<file path="src/hdl/tspc_pkg.sv">
// Shared constants and types for the target sum pair counter.
package tspc_pkg;

   localparam int unsigned MAX_ELEMENTS = 256;
   localparam int unsigned IDX_W        = $clog2(MAX_ELEMENTS);
   localparam int unsigned CNT_W        = $clog2(MAX_ELEMENTS + 1);

   localparam int unsigned ELEM_W       = 32;
   localparam int unsigned PAIR_W       = 15;
   localparam logic [PAIR_W-1:0] PAIR_LIMIT = {PAIR_W{1'b1}};

   localparam int unsigned QUEUE_DEPTH  = 4;
   localparam int unsigned QPTR_W       = $clog2(QUEUE_DEPTH);
   localparam int unsigned QCNT_W       = $clog2(QUEUE_DEPTH + 1);

   // one classified word on its way from the front end to the scan engine
   typedef struct packed {
      logic [ELEM_W-1:0] value;
      logic              last;
      logic              drop;
      logic [IDX_W-1:0]  slot;
   } item_type;

   typedef struct packed {
      logic [CNT_W-1:0]  arr_count;
      logic [QCNT_W-1:0] q_level;
   } front_stat_type;

endpackage

</file>
<file path="src/hdl/tspc_ifs.sv">
// Channel interfaces: element request, pair count response, target register write.
interface tspc_req_if;
   logic                               valid;
   logic                               ready;
   logic signed [tspc_pkg::ELEM_W-1:0] element_value;
   logic                               last_element;

   modport source (output valid, output element_value, output last_element, input ready);
   modport sink   (input valid, input element_value, input last_element, output ready);
endinterface


</file>
<file path="src/hdl/tspc_front.sv">
// Front end: accept words, tag each with its store slot or a drop mark, and queue them.
module tspc_front (
   input  logic                     clock,
   input  logic                     reset,
   tspc_req_if.sink                 req_chan,
   output logic                     q_valid,
   output tspc_pkg::item_type       q_item,
   input  logic                     q_pop,
   output tspc_pkg::front_stat_type stat
);

   logic [tspc_pkg::CNT_W-1:0]  arr_count_ff, arr_count_in;
   logic [tspc_pkg::QPTR_W-1:0] wr_ptr_ff, wr_ptr_in;
   logic [tspc_pkg::QPTR_W-1:0] rd_ptr_ff, rd_ptr_in;
   logic [tspc_pkg::QCNT_W-1:0] level_ff, level_in;
   tspc_pkg::item_type          q_mem_ff [tspc_pkg::QUEUE_DEPTH];
   tspc_pkg::item_type          push_item;
   logic                        push;
   logic                        store_full;

   assign req_chan.ready = (level_ff != tspc_pkg::QCNT_W'(tspc_pkg::QUEUE_DEPTH));
   assign push           = req_chan.valid && req_chan.ready;
   assign store_full     = (arr_count_ff == tspc_pkg::CNT_W'(tspc_pkg::MAX_ELEMENTS));

   always_comb begin
      push_item.value = req_chan.element_value;
      push_item.last  = req_chan.last_element;
      push_item.drop  = store_full;
      push_item.slot  = arr_count_ff[tspc_pkg::IDX_W-1:0];
   end

   always_comb begin
      arr_count_in = arr_count_ff;
      wr_ptr_in    = wr_ptr_ff;
      rd_ptr_in    = rd_ptr_ff;
      level_in     = level_ff;
      if (push) begin
         wr_ptr_in = wr_ptr_ff + 1'b1;
         // restart slot numbering after the last word of an array
         if (req_chan.last_element) begin
            arr_count_in = '0;
         end else if (!store_full) begin
            arr_count_in = arr_count_ff + 1'b1;
         end
      end
      if (q_pop) begin
         rd_ptr_in = rd_ptr_ff + 1'b1;
      end
      if (push && !q_pop) begin
         level_in = level_ff + 1'b1;
      end else if (!push && q_pop) begin
         level_in = level_ff - 1'b1;
      end
   end

   always_ff @(posedge clock) begin
      if (reset) begin
         arr_count_ff <= '0;
         wr_ptr_ff    <= '0;
         rd_ptr_ff    <= '0;
         level_ff     <= '0;
      end else begin
         arr_count_ff <= arr_count_in;
         wr_ptr_ff    <= wr_ptr_in;
         rd_ptr_ff    <= rd_ptr_in;
         level_ff     <= level_in;
      end
   end

   always_ff @(posedge clock) begin
      if (push) begin
         q_mem_ff[wr_ptr_ff] <= push_item;
      end
   end

   assign q_valid        = (level_ff != '0);
   assign q_item         = q_mem_ff[rd_ptr_ff];
   assign stat.arr_count = arr_count_ff;
   assign stat.q_level   = level_ff;

endmodule

</file>
<file path="src/flat_wrapper.sv">
// flat-port wrapper written by rule: the top's interface ports become plain ports
module tspc_front_flat 
  (clock, reset, q_valid, q_item, q_pop, stat, req_chan_valid, req_chan_element_value, req_chan_last_element, req_chan_ready);
  tspc_req_if req_chan_i ();
  input  logic clock;
  input  logic reset;
  output logic q_valid;
  output tspc_pkg::item_type q_item;
  input  logic q_pop;
  output tspc_pkg::front_stat_type stat;
  input wire logic [$bits(req_chan_i.valid)-1:0] req_chan_valid;
  input wire logic [$bits(req_chan_i.element_value)-1:0] req_chan_element_value;
  input wire logic [$bits(req_chan_i.last_element)-1:0] req_chan_last_element;
  output wire logic [$bits(req_chan_i.ready)-1:0] req_chan_ready;
  assign req_chan_i.valid = req_chan_valid;
  assign req_chan_i.element_value = req_chan_element_value;
  assign req_chan_i.last_element = req_chan_last_element;
  assign req_chan_ready = req_chan_i.ready;
  tspc_front u_core (.clock(clock), .reset(reset), .req_chan(req_chan_i), .q_valid(q_valid), .q_item(q_item), .q_pop(q_pop), .stat(stat));
endmodule
</file>
<file path="config.mk">
export PLATFORM = sky130hd
export DESIGN_NAME = tspc_front_flat
export DESIGN_NICKNAME = d
export VERILOG_FILES = /design/src/hdl/tspc_pkg.sv /design/src/hdl/tspc_ifs.sv /design/src/hdl/tspc_front.sv /design/src/flat_wrapper.sv
export SDC_FILE = /design/constraint.sdc
export NUM_CORES = 1
export LEC_CHECK = 0
export BUFFER_PORTS_ARGS = -buffer_cell sky130_fd_sc_hd__buf_2
export CAP_MARGIN = 20
export CELL_PAD_IN_SITES_DETAIL_PLACEMENT = 0
export CELL_PAD_IN_SITES_GLOBAL_PLACEMENT = 1
export CORE_MARGIN = 2
export CORE_UTILIZATION = 53
export CTS_BUF_LIST = sky130_fd_sc_hd__clkbuf_16
export DETAILED_ROUTE_END_ITERATION = 12
export PLACE_DENSITY_LB_ADDON = 0.1
export SETUP_SLACK_MARGIN = 0.15
export SKIP_CTS_REPAIR_TIMING = 1
export SYNTH_ARGS = -nofsm -noshare
export SYNTH_HDL_FRONTEND = slang
export SYNTH_SLANG_ARGS = --single-unit
</file>
<file path="constraint.sdc">
create_clock -name clock -period 5.7 [get_ports clock]
set_input_delay 0.855 -clock clock [delete_from_list [all_inputs] [get_ports clock]]
set_output_delay 0.855 -clock clock [all_outputs]
set_load 0.01 [all_outputs]
</file>
* Word-level counts from Yosys, hierarchy flattened
Memory sizes are Yosys's and may differ from the RTL's. A register that Yosys moved wholly into a read port is not among the register bits.
Index checks and enable logic that the tools add are counted.
** Cells by class
- $add $sub $neg :: 5
- Multipliers :: 0
- Divide/modulo/power cells :: 0
- Magnitude comparators :: 0
- Equal/unequal tests :: 3
- Shift operators :: 0
- Multiplexer cells :: 8
- Bitwise logic cells :: 0
- Reduce and logical (&&, ||, !) cells :: 8
** Operators by type and width (number)
- $mux W9 :: 2
- $add A9 B1 Y9 const B :: 1
- $eq A9 B9 Y1 const B :: 1
- $mux W3 :: 2
- $add A2 B1 Y2 const B :: 2
- $mux W2 :: 2
- $add A3 B1 Y3 const B :: 1
- $logic_and A1 B1 Y1 :: 3
- $ne A3 B3 Y1 const B :: 1
- $reduce_bool A3 Y1 :: 1
- $sub A3 B1 Y3 const B :: 1
- $logic_not A1 Y1 :: 2
- $mux W1 :: 2
- $ne A2 B2 Y1 const B :: 1
- $reduce_and A2 Y1 :: 1
- $reduce_bool A2 Y1 :: 1
** Storage, ports and cells
- Flip-flop bits (word level) :: 16
- Latch bits :: 0
- Memory bits (writable) :: 168
- Memory bits (read-only) :: 0
- Bits of input ports :: 37
- Logic and storage cells :: 29
- Memories kept :: 1
** Memory list
- u_core.q_mem_ff :: depth 4, bits a word 42, read ports 1, clocked after memory_dff 1, wr ports 1, RTL line tspc_front.sv:16 : tspc_pkg::item_type q_mem_ff [tspc_pkg::QUEUE_DEPTH];

* Depth between registers and ports, before layout
Gate-level depths: netlist of the first run.
- Word-level depth :: 6
- Gate-level depth with buffers :: 10

* Least setup slack after synthesis of the first run
Ideal clock, no wire load.
- Kind :: input -> register
- Start point :: input port req_chan_valid
- End point :: memory u_core.q_mem_ff[3][0] (netlist name), enable pin
- Data arrival time :: 1.914 ns
- Data required time :: 5.296 ns
- Path slack :: 3.383 ns
- Cell stages on the path :: 1
- Cells stage by stage :: and3_1
** Between the ends
- Cells in the longest elaborated chain, start to end :: 3
** Ends and longest elaborated chain
- start: declaration :: RTL line flat_wrapper.sv:11 : input wire logic [$bits(req_chan_i.valid)-1:0] req_chan_valid;
- $logic_and A1 B1 Y1 :: RTL line tspc_front.sv:22 : assign push = req_chan.valid && req_chan.ready;
- $mux W1 :: RTL line tspc_front.sv:71 : if (push) begin
- $mux W1 (not written as such) :: RTL line tspc_front.sv:72 : q_mem_ff[wr_ptr_ff] <= push_item;
- end: declaration :: RTL line tspc_front.sv:16
Every way passes these cells.

==> flow_metrics.env, run 1 <==
export IMPL_status="finished, final reports clean"
export IMPL_ys_ff_latch=186
export IMPL_num_rows=42
export IMPL_leakage_uw=0.00283
export IMPL_grt_overflow=0
export IMPL_hp_class="register to register"
export IMPL_async_reset_ff_frac=0
export IMPL_grt_start_max_net_pins=43
export IMPL_syn_nets=375
export IMPL_h_tree_depth=4
export IMPL_report_final_hold_viol_count=0
export IMPL_hold_end="u_core.wr_ptr_ff[1]$_SDFFE_PP0P_"
export IMPL_ys_warn_count=0
export IMPL_synth_avg_cell_area_sq_um=21.3
export IMPL_fin_setup_tns_ns=0
export IMPL_vias=3427
export IMPL_gp_congestion=0.744
export IMPL_die_y_um=119
export IMPL_n_antenna_cell=0
export IMPL_cts_made_buffers=17
export IMPL_ys_flop_type="edfxtp_1"
export IMPL_path_clk_slew_ns=0.06
export IMPL_fin_ws_ns=2.70
export IMPL_nFillCells=926
export IMPL_cts_root_buffer="clkbuf_16"
export IMPL_io_buffers=92
export IMPL_via_per_inst=5.51
export IMPL_fin_total_pwr_uw=3200
export IMPL_area_delta_synth_final_pct=17.3
export IMPL_ys_seq_area_frac=0.770
export IMPL_min_period_ns=3.00
export IMPL_totalWireLength_um=12400
export IMPL_die_w_um=119
export IMPL_max_freq_mhz=333
export IMPL_cts_buffer_depth=2
export IMPL_worstMarginPinSlew_ns=0.858
export IMPL_worstPathMaxFanout=42
export IMPL_ant_nets=0
export IMPL_drtIter0Drc=260
export IMPL_critPathSlowestCell="dfxtp_4"
export IMPL_rrSetupSlack_ns=3.24
export IMPL_synth_cell_type_count=39
export IMPL_slew_headroom=0.428
export IMPL_antenna_found_initial=0
export IMPL_core_area_sq_mm=0.0131
export IMPL_grt_pass1_vias=3489
export IMPL_worstHoldStart="u_core.wr_ptr_ff[1]$_SDFFE_PP0P_"
export IMPL_r2r_cells=9
export IMPL_wl_per_cell_um=19.9
export IMPL_whs_path_depth=2
export IMPL_cts_tree="built"
export IMPL_grt_pass1_wl_um=19500
export IMPL_drv_cap=0
export IMPL_max_stage_delay_ns=0.91
export IMPL_ir_worst_vdd_uv=205
export IMPL_critical_path_class="register to output pin"
export IMPL_synth_cells=330
export IMPL_die_area_sq_mm=0.0142
export IMPL_gr_usage_all_layers=0.191
export IMPL_drive_gt1_frac=0.392
export IMPL_regToRegStartpoint="u_core.level_ff[0]$_SDFFE_PP0P_"
export IMPL_rsz0062_at_grt="false"
export IMPL_power_density_mw_per_mm2=388
export IMPL_post_route_period_util=0.526
export IMPL_worst_r2r_endpoint="u_core.level_ff[2]$_SDFFE_PP0P_"
export IMPL_critPathLaunchType="register"
export IMPL_initial_core_util=0.537
export IMPL_path_buf_inv=1
export IMPL_endpoint_kind="output pin"
export IMPL_skew_ns=0.0118
export IMPL_final_nets=478
export IMPL_path_delay_family="flip-flops"
export IMPL_clkLatencyLatePin_ns=0.43
export IMPL_finalSetupViolCount=0
export IMPL_place_ws_ns=3.05
export IMPL_io_pins=93
export IMPL_firstDrtPassIters=4
export IMPL_synth_edf_count=168
export IMPL_cp_arrival_ns=2.15
export IMPL_path_cells="mux4_2 > buf_2"
export IMPL_slew_viol_final=0
export IMPL_dp_hpwl_um=7340
export IMPL_worst_ep_required_time_ns=4.85
export IMPL_fin_util=0.629
export IMPL_netlist_area_sq_mm=0.00702
export IMPL_drc=0
export IMPL_clock_sinks=186
## tightest hold or removal path: stages (launching register included)
cell and delay (ns):
dfxtp_1 0.34, nand2_1 0.06, a21oi_1 0.05
## cell usage after synthesis (2+ instances only)
cell type  count  area (sq um)
clkbuf_1       8          30.0
xor2_1         3          26.3
nand4_1        2          12.5
inv_1          7          26.3
ha_1           7          87.6
a31oi_1        3          18.8
mux2i_1        2          20.0
buf_2          5          25.0
a2bb2oi_1      2          17.5
mux4_2        42           946
nand2_1        5          18.8
nand3b_1       2          15.0
nand3_1        4          20.0
edfxtp_1     168          5040
dfxtp_1       18           360
or3_1          2          12.5
nor2_1        13          48.8
a21oi_1        4          20.0
or2_2          2          12.5
nor4_1         2          12.5
xnor2_1        2          17.5
and3_1         5          31.3
o21ai_0        5          25.0
a41oi_1        2          17.5
## state kept, by name, indices dropped and copies added, names as in the netlist, named ones only
name and cells:
u_core.arr_count_ff 9, u_core.level_ff 3, u_core.q_mem_ff 168, u_core.rd_ptr_ff 2, u_core.wr_ptr_ff 2
## final cells by class
cell class	count	area (sq um)	area share
multi-input cells	122	1530	0.186
clock inverters	15	118	0.0143
clock buffers	17	425	0.0516
inverters	9	33.8	0.00410
repair buffers	97	498	0.0605
flip-flops and latches	186	5410	0.657
well taps	176	220	0.0267
## metal layers
layer | global-route usage | share of wire
met1 | 0.249 | 0.44
met2 | 0.310 | 0.51
met3 | 0.0469 | 0.041
met4 | 0.0781 | 0.016
met5 | 0 | 0
## through the flow
stage          std cells  hold slack (ns)  area [sq um]
2_1_floorplan        330            0.469          7020
3_3_place_gp         590            0.493          7690
3_5_place_dp         590            0.503          7690
4_1_cts              622            0.510          8240
5_1_grt              622            0.546          8240
6_report             622            0.502          8240
## power breakdown
group	internal (uW)	total, uW	leakage, uW	switching, uW
clock	628	1080	0.000275	455
sequential	1630	1690	0.00167	61.5
combinational	193	420	0.000882	227
## cells by family (layout without fill, tap and decap cells)
| logic type | count (synthesis) | after routing | share of synthesized area |
|---|---|---|---|
| muxes | 44 | 44 | 0.138 |
| and+or+nand+nor | 44 | 44 | 0.0356 |
| AOI/OAI and AO/OA | 21 | 21 | 0.0226 |
| DFF | 186 | 186 | 0.770 |
| xor gates and xnor gates | 5 | 5 | 0.00624 |
| adders and majority gates | 8 | 8 | 0.0153 |
| buffers and inverters | 22 | 138 | 0.0127 |
## worst max path at each step
stage                   startpoint                         endpoint  slack (ns)  cells after the start
CTS                       register                       q_item[24]        2.60                      2
global placement          register                        q_item[2]        3.06                      2
finish                    register                       q_item[24]        2.70                      2
floorplan           req_chan_valid  u_core.q_mem_ff[3][0]$_DFFE_PP_        3.38                      1
global route              register                       q_item[24]        2.51                      2
detailed placement  req_chan_valid  u_core.level_ff[2]$_SDFFE_PP0P_        3.05                      9
## cells in the final DEF, fill, tap and decap left out, types with 3 or more instances in the layout
master,count
mux4_2,42
a31oi_1,3
clkbuf_16,17
dfxtp_1,16
clkinv_1,8
nand2_1,5
ha_1,7
and3_2,4
nand3_1,4
xor2_1,3
a21oi_1,4
buf_4,5
o21ai_0,5
edfxtp_1,168
inv_1,9
nor2_1,13
buf_2,92
clkinv_2,3
Power figures use the tool's default switching activity.
==> inputs of run 2 (changes only) <==
--- a/config.mk
+++ b/config.mk
@@ -10,7 +10,7 @@
 export CELL_PAD_IN_SITES_DETAIL_PLACEMENT = 0
 export CELL_PAD_IN_SITES_GLOBAL_PLACEMENT = 1
 export CORE_MARGIN = 2
-export CORE_UTILIZATION = 53
+export CORE_UTILIZATION = 49
 export CTS_BUF_LIST = sky130_fd_sc_hd__clkbuf_16
 export DETAILED_ROUTE_END_ITERATION = 12
 export PLACE_DENSITY_LB_ADDON = 0.1
==> constraint.sdc (replaced) <==
create_clock -name clock -period 2.9 [get_ports clock]
set_input_delay 0.435 -clock clock [delete_from_list [all_inputs] [get_ports clock]]
set_output_delay 0.435 -clock clock [all_outputs]
set_load 0.01 [all_outputs]
==> run 2 against run 1 <==
- core utilization is 2.9 points lower
- power is 100% higher
- via count is 0.47% lower
- sequential power is 95% higher
- global-route usage is 1.2 points lower
- critical path depth is 7 higher
- critical endpoint is now u_core.level_ff[2]$_SDFFE_PP0P_
- largest power group unchanged
- cell count is 0.96% higher
==> flow_metrics.env, run 2 (synthesis gave the netlist of run 1 again) <==
export IMPL_report_final_hold_viol_count=0
export IMPL_vias=3411
export IMPL_mostFrequentLayoutCell="edfxtp_1"
export IMPL_fin_total_pwr_uw=6450
export IMPL_grt_pass1_vias=3586
export IMPL_critPathSlowestCell="or3b_1"
export IMPL_fin_util=0.600
export IMPL_clkLatencyLatePin_ns=0.42
export IMPL_drv_cap=0
export IMPL_grt_overflow=0
export IMPL_clock_sinks=186
export IMPL_ant_nets=0
export IMPL_hp_class="input port to register"
export IMPL_cts_made_buffers=17
export IMPL_n_antenna_cell=0
export IMPL_io_pins=93
export IMPL_firstDrtPassIters=4
export IMPL_die_y_um=124
export IMPL_path_clk_slew_ns=0.06
export IMPL_fin_setup_tns_ns=0
export IMPL_leakage_uw=0.00286
export IMPL_cp_arrival_ns=2.84
export IMPL_finalSetupViolCount=0
export IMPL_max_freq_mhz=402
export IMPL_path_delay_family="simple AND/OR/NAND/NOR gates"
export IMPL_num_rows=43
export IMPL_path_cells="or3b_1 > nand2_4 > clkinv_1 > ha_1 > inv_1 > fa_1 > xor2_1 > or3_1 > a21oi_1"
export IMPL_initial_core_util=0.504
export IMPL_power_density_mw_per_mm2=771
export IMPL_gr_usage_all_layers=0.178
export IMPL_area_delta_synth_final_pct=19.1
export IMPL_finish_instance_area_sq_mm=0.00836
export IMPL_gp_congestion=0.747
export IMPL_final_nets=481
export IMPL_place_area_sq_mm=0.00778
export IMPL_post_route_period_util=0.857
export IMPL_grt_pass1_wl_um=19400
export IMPL_min_period_ns=2.49
export IMPL_slew_headroom=0.637
export IMPL_drtIter0Drc=235
export IMPL_cts_buffer_depth=2
export IMPL_layout_cells_non_filler=628
export IMPL_die_w_um=124
export IMPL_largest_reg_flops=168
export IMPL_cts_root_buffer="clkbuf_16"
export IMPL_reg_top3="u_core.q_mem_ff: 168 flops, u_core.arr_count_ff: 9 flops, u_core.level_ff: 3 flops"
export IMPL_die_area_sq_mm=0.0153
export IMPL_most_common_layout_cells="168 x edfxtp_1, 92 x buf_2, 42 x mux4_2"
export IMPL_worstMarginPinSlew_ns=0.545
export IMPL_io_buffers=92
export IMPL_status="finished, final reports clean"
export IMPL_grt_start_max_net_pins=27
export IMPL_regMostFlops="u_core.q_mem_ff"
export IMPL_via_per_inst=5.43
export IMPL_skew_ns=0.00552
export IMPL_cts_tree="built"
export IMPL_ir_worst_vdd_uv=460
export IMPL_worstPathMaxFanout=8
export IMPL_dp_cells=597
export IMPL_slew_viol_final=0
export IMPL_endpoint_kind="register"
export IMPL_dp_hpwl_um=7730
export IMPL_max_stage_delay_ns=0.56
export IMPL_r2r_cells=9
export IMPL_h_tree_depth=4
export IMPL_drive_gt1_frac=0.408
export IMPL_path_buf_inv=2
export IMPL_critical_path_cell_count=9
export IMPL_rsz0062_at_grt="false"
export IMPL_antenna_found_initial=0
export IMPL_worst_ep_required_time_ns=3.25
export IMPL_core_area_sq_mm=0.0139
export IMPL_whs_path_depth=1
export IMPL_critical_path_class="register to register"
export IMPL_drc=0
export IMPL_totalWireLength_um=12500
export IMPL_wl_per_cell_um=19.9
export IMPL_critPathLaunchType="register"
run 2: layout make-up:
class | instances | area, sq um
clock inverters | 14 | 155
flip-flops and latches | 186 | 5410
fillers | 1039 | 5570
well taps | 180 | 225
multi-input cells | 122 | 1530
inverters | 9 | 33.8
clock buffers | 17 | 425
repair buffers | 100 | 583
run 2: per-layer routing:
| metal | up-vias | track usage | wire length, um |
|---|---|---|---|
| met5 | - | 0 | 0 |
| met4 | 0 | 0.0703 | 177 |
| met3 | 15 | 0.0536 | 621 |
| met2 | 76 | 0.290 | 6360 |
| met1 | 1748 | 0.227 | 5360 |
| li1 | 1572 | - | - |
run 2: final timing paths:
kind / start / endpoint / slack [ns]
worst max-delay path: u_core.level_ff[0]$_SDFFE_PP0P_ / u_core.level_ff[2]$_SDFFE_PP0P_ / 0.41
worst min-delay path: req_chan_element_value[6] / u_core.q_mem_ff[1][16]$_DFFE_PP_ / 0.23
worst max register to register: u_core.level_ff[0]$_SDFFE_PP0P_ / u_core.level_ff[2]$_SDFFE_PP0P_ / 0.41
worst min register to register: u_core.wr_ptr_ff[1]$_SDFFE_PP0P_ / u_core.wr_ptr_ff[1]$_SDFFE_PP0P_ / 0.50
run 2: where the power goes:
part / internal [uW] / switching (uW)
Combinational: 409 / 494
Clock: 1340 / 920
Sequential: 3200 / 85.6
Total: 4950 / 1500
run 2: stage by stage:
step,worst slack (ns),hold slack [ns]
after floorplan,0.612,0.469
after global placement,0.570,0.484
after detailed placement,0.457,0.497
after CTS,0.395,0.213
after global routing,0.270,0.211
final,0.414,0.228
==> inputs of run 3 (changes only) <==
--- a/config.mk
+++ b/config.mk
@@ -9,13 +9,12 @@
 export CAP_MARGIN = 20
 export CELL_PAD_IN_SITES_DETAIL_PLACEMENT = 0
 export CELL_PAD_IN_SITES_GLOBAL_PLACEMENT = 1
-export CORE_MARGIN = 2
 export CORE_UTILIZATION = 49
 export CTS_BUF_LIST = sky130_fd_sc_hd__clkbuf_16
 export DETAILED_ROUTE_END_ITERATION = 12
 export PLACE_DENSITY_LB_ADDON = 0.1
+export RECOVER_POWER = 25
 export SETUP_SLACK_MARGIN = 0.15
-export SKIP_CTS_REPAIR_TIMING = 1
 export SYNTH_ARGS = -nofsm -noshare
 export SYNTH_HDL_FRONTEND = slang
 export SYNTH_SLANG_ARGS = --single-unit
==> run 3 against run 2 <==
- non-clock buffer count increased by 1
- die area shrank 3.2%
- clock power increased by 8%
- via count grew 2.2%
- combinational power decreased by 2%
- wire length decreased by 0.40%
- fmax increased by 1.1%
- core utilization up 0.072 points
- critical path type unchanged
- largest cell class unchanged
==> flow_metrics.env, run 3 (synthesis gave the netlist of run 1 again) <==
export IMPL_report_final_hold_viol_count=0
export IMPL_power_density_mw_per_mm2=792
export IMPL_hold_buffers=0
export IMPL_die_y_um=122
export IMPL_drive_gt1_frac=0.349
export IMPL_grt_overflow=0
export IMPL_path_delay_family="simple AND/OR/NAND/NOR gates"
export IMPL_worst_ep_required_time_ns=3.26
export IMPL_slew_headroom=0.657
export IMPL_path_buf_inv=2
export IMPL_cts_resized=0
export IMPL_power_frac_seq=0.497
export IMPL_swShare=0.228
export IMPL_leakage_uw=0.00282
export IMPL_internal_power_uw=5120
export IMPL_rrSetupSlack_ns=0.44
export IMPL_clock_sinks=186
export IMPL_totalWireLength_um=12500
export IMPL_critPathLaunchType="register"
export IMPL_place_ws_ns=0.460
export IMPL_cp_arrival_ns=2.81
export IMPL_cts_tree="built"
export IMPL_antenna_found_initial=0
export IMPL_core_area_sq_mm=0.0139
export IMPL_worstPathMaxFanout=8
export IMPL_firstDrtPassIters=4
export IMPL_max_stage_delay_ns=0.56
export IMPL_die_w_um=122
export IMPL_fin_setup_tns_ns=0
export IMPL_drc=0
export IMPL_drv_cap=0
export IMPL_reg_top3="u_core.q_mem_ff: 168 flops, u_core.arr_count_ff: 9 flops, u_core.level_ff: 3 flops"
export IMPL_nFillCells=1051
export IMPL_path_cells="or3b_1 > nand2_4 > clkinv_1 > ha_1 > inv_1 > fa_1 > xor2_1 > or3_1 > a21oi_1"
export IMPL_finish_instance_area_sq_mm=0.00837
export IMPL_vias=3486
export IMPL_final_nets=482
export IMPL_gr_usage_all_layers=0.186
export IMPL_grt_start_max_net_pins=36
export IMPL_clkPwrFrac=0.369
export IMPL_wl_per_cell_um=19.8
export IMPL_rsz0062_at_grt="false"
export IMPL_post_cts_buffers=0
export IMPL_worstHoldStart="req_chan_element_value[19]"
export IMPL_fin_ws_ns=0.441
export IMPL_area_delta_synth_final_pct=19.3
export IMPL_skew_ns=0.00940
export IMPL_worstMarginPinSlew_ns=0.514
export IMPL_h_tree_depth=4
export IMPL_status="finished, final reports clean"
export IMPL_io_pins=93
export IMPL_max_freq_mhz=407
export IMPL_initial_core_util=0.504
export IMPL_path_clk_slew_ns=0.06
export IMPL_gp_congestion=0.816
export IMPL_io_buffers=92
export IMPL_critPathSlowestCell="or3b_1"
export IMPL_regArea_sq_mm=0.00541
export IMPL_ir_worst_vdd_uv=494
export IMPL_drtIter0Drc=205
export IMPL_cts_made_buffers=17
export IMPL_hp_class="input port to register"
export IMPL_mostFrequentLayoutCell="edfxtp_1"
export IMPL_most_common_layout_cells="168 x edfxtp_1, 64 x buf_2, 42 x mux4_2"
export IMPL_slew_viol_final=0
export IMPL_cts_buffer_depth=2
export IMPL_via_per_inst=5.53
export IMPL_num_rows=43
export IMPL_worstSetupStartpoint="u_core.level_ff[0]$_SDFFE_PP0P_"
export IMPL_largest_reg_flops=168
export IMPL_critical_path_class="register to register"
export IMPL_clkLatencyLatePin_ns=0.42
export IMPL_n_antenna_cell=0
export IMPL_p_comb_frac=0.134
export IMPL_grt_pass1_vias=3626
export IMPL_regToRegStartpoint="u_core.level_ff[0]$_SDFFE_PP0P_"
export IMPL_finalSetupViolCount=0
export IMPL_die_area_sq_mm=0.0148
export IMPL_cts_root_buffer="clkbuf_16"
export IMPL_endpoint_kind="register"
export IMPL_grt_pass1_wl_um=19700
export IMPL_min_period_ns=2.46
export IMPL_regMostFlops="u_core.q_mem_ff"
export IMPL_multiInputGateArea_sq_mm=0.00153
export IMPL_ant_nets=0
export IMPL_dp_hpwl_um=7650
export IMPL_layout_cells_non_filler=630
export IMPL_post_route_period_util=0.848
export IMPL_place_area_sq_mm=0.00778
export IMPL_dp_cells=598
export IMPL_p_switching_uw=1510
==> run 3: final timing paths <==
check | end | cells after the start
setup / recovery | u_core.level_ff[2]$_SDFFE_PP0P_ | 9
setup reg to reg | u_core.level_ff[2]$_SDFFE_PP0P_ | 9
hold reg to reg | u_core.level_ff[2]$_SDFFE_PP0P_ | 2
hold / removal | u_core.q_mem_ff[2][29]$_DFFE_PP_ | 1
==> run 3: worst register-to-register path, cell delays in order, from the launching register on <==
cell,delay (ns)
dfxtp_1,0.36
or3b_1,0.56
nand2_4,0.18
clkinv_1,0.22
ha_1,0.29
inv_1,0.07
fa_1,0.18
xor2_1,0.08
or3_1,0.32
a21oi_1,0.13
==> run 3: per-layer routing <==
layer  share of wire  vias up  GRT usage
met5               0        -          0
met4           0.014        0     0.0787
met3           0.042       12     0.0426
met2            0.49       88      0.297
met1            0.45     1820      0.248
li1                -     1566          -
==> run 3: through the flow <==
step           total power [uW]   util  hold WS, ns
2_1_floorplan              3880      -        0.469
3_3_place_gp               4240  0.558        0.489
3_5_place_dp               4270  0.558        0.501
4_1_cts                    6700  0.603        0.210
5_1_grt                    6880  0.601        0.236
6_report                   6630  0.601        0.248
==> run 3: area by class of cell <==
cell class | instances | share of cell area
clock buffers | 17 | 0.0508
clock inverters | 15 | 0.0245
flip-flops and latches | 186 | 0.646
repair buffers | 101 | 0.0648
multi-input cells | 122 | 0.183
well taps | 180 | 0.0269
inverters | 9 | 0.00403
==> run 3: power groups by stage <==
stage          clock network, uW  registers (uW)  logic, uW
2_1_floorplan                  0            3330        553
6_report                    2450            3290        889
4_1_cts                     2490            3300        915
3_5_place_dp                   0            3350        912
3_3_place_gp                   0            3340        906
5_1_grt                     2590            3320        967
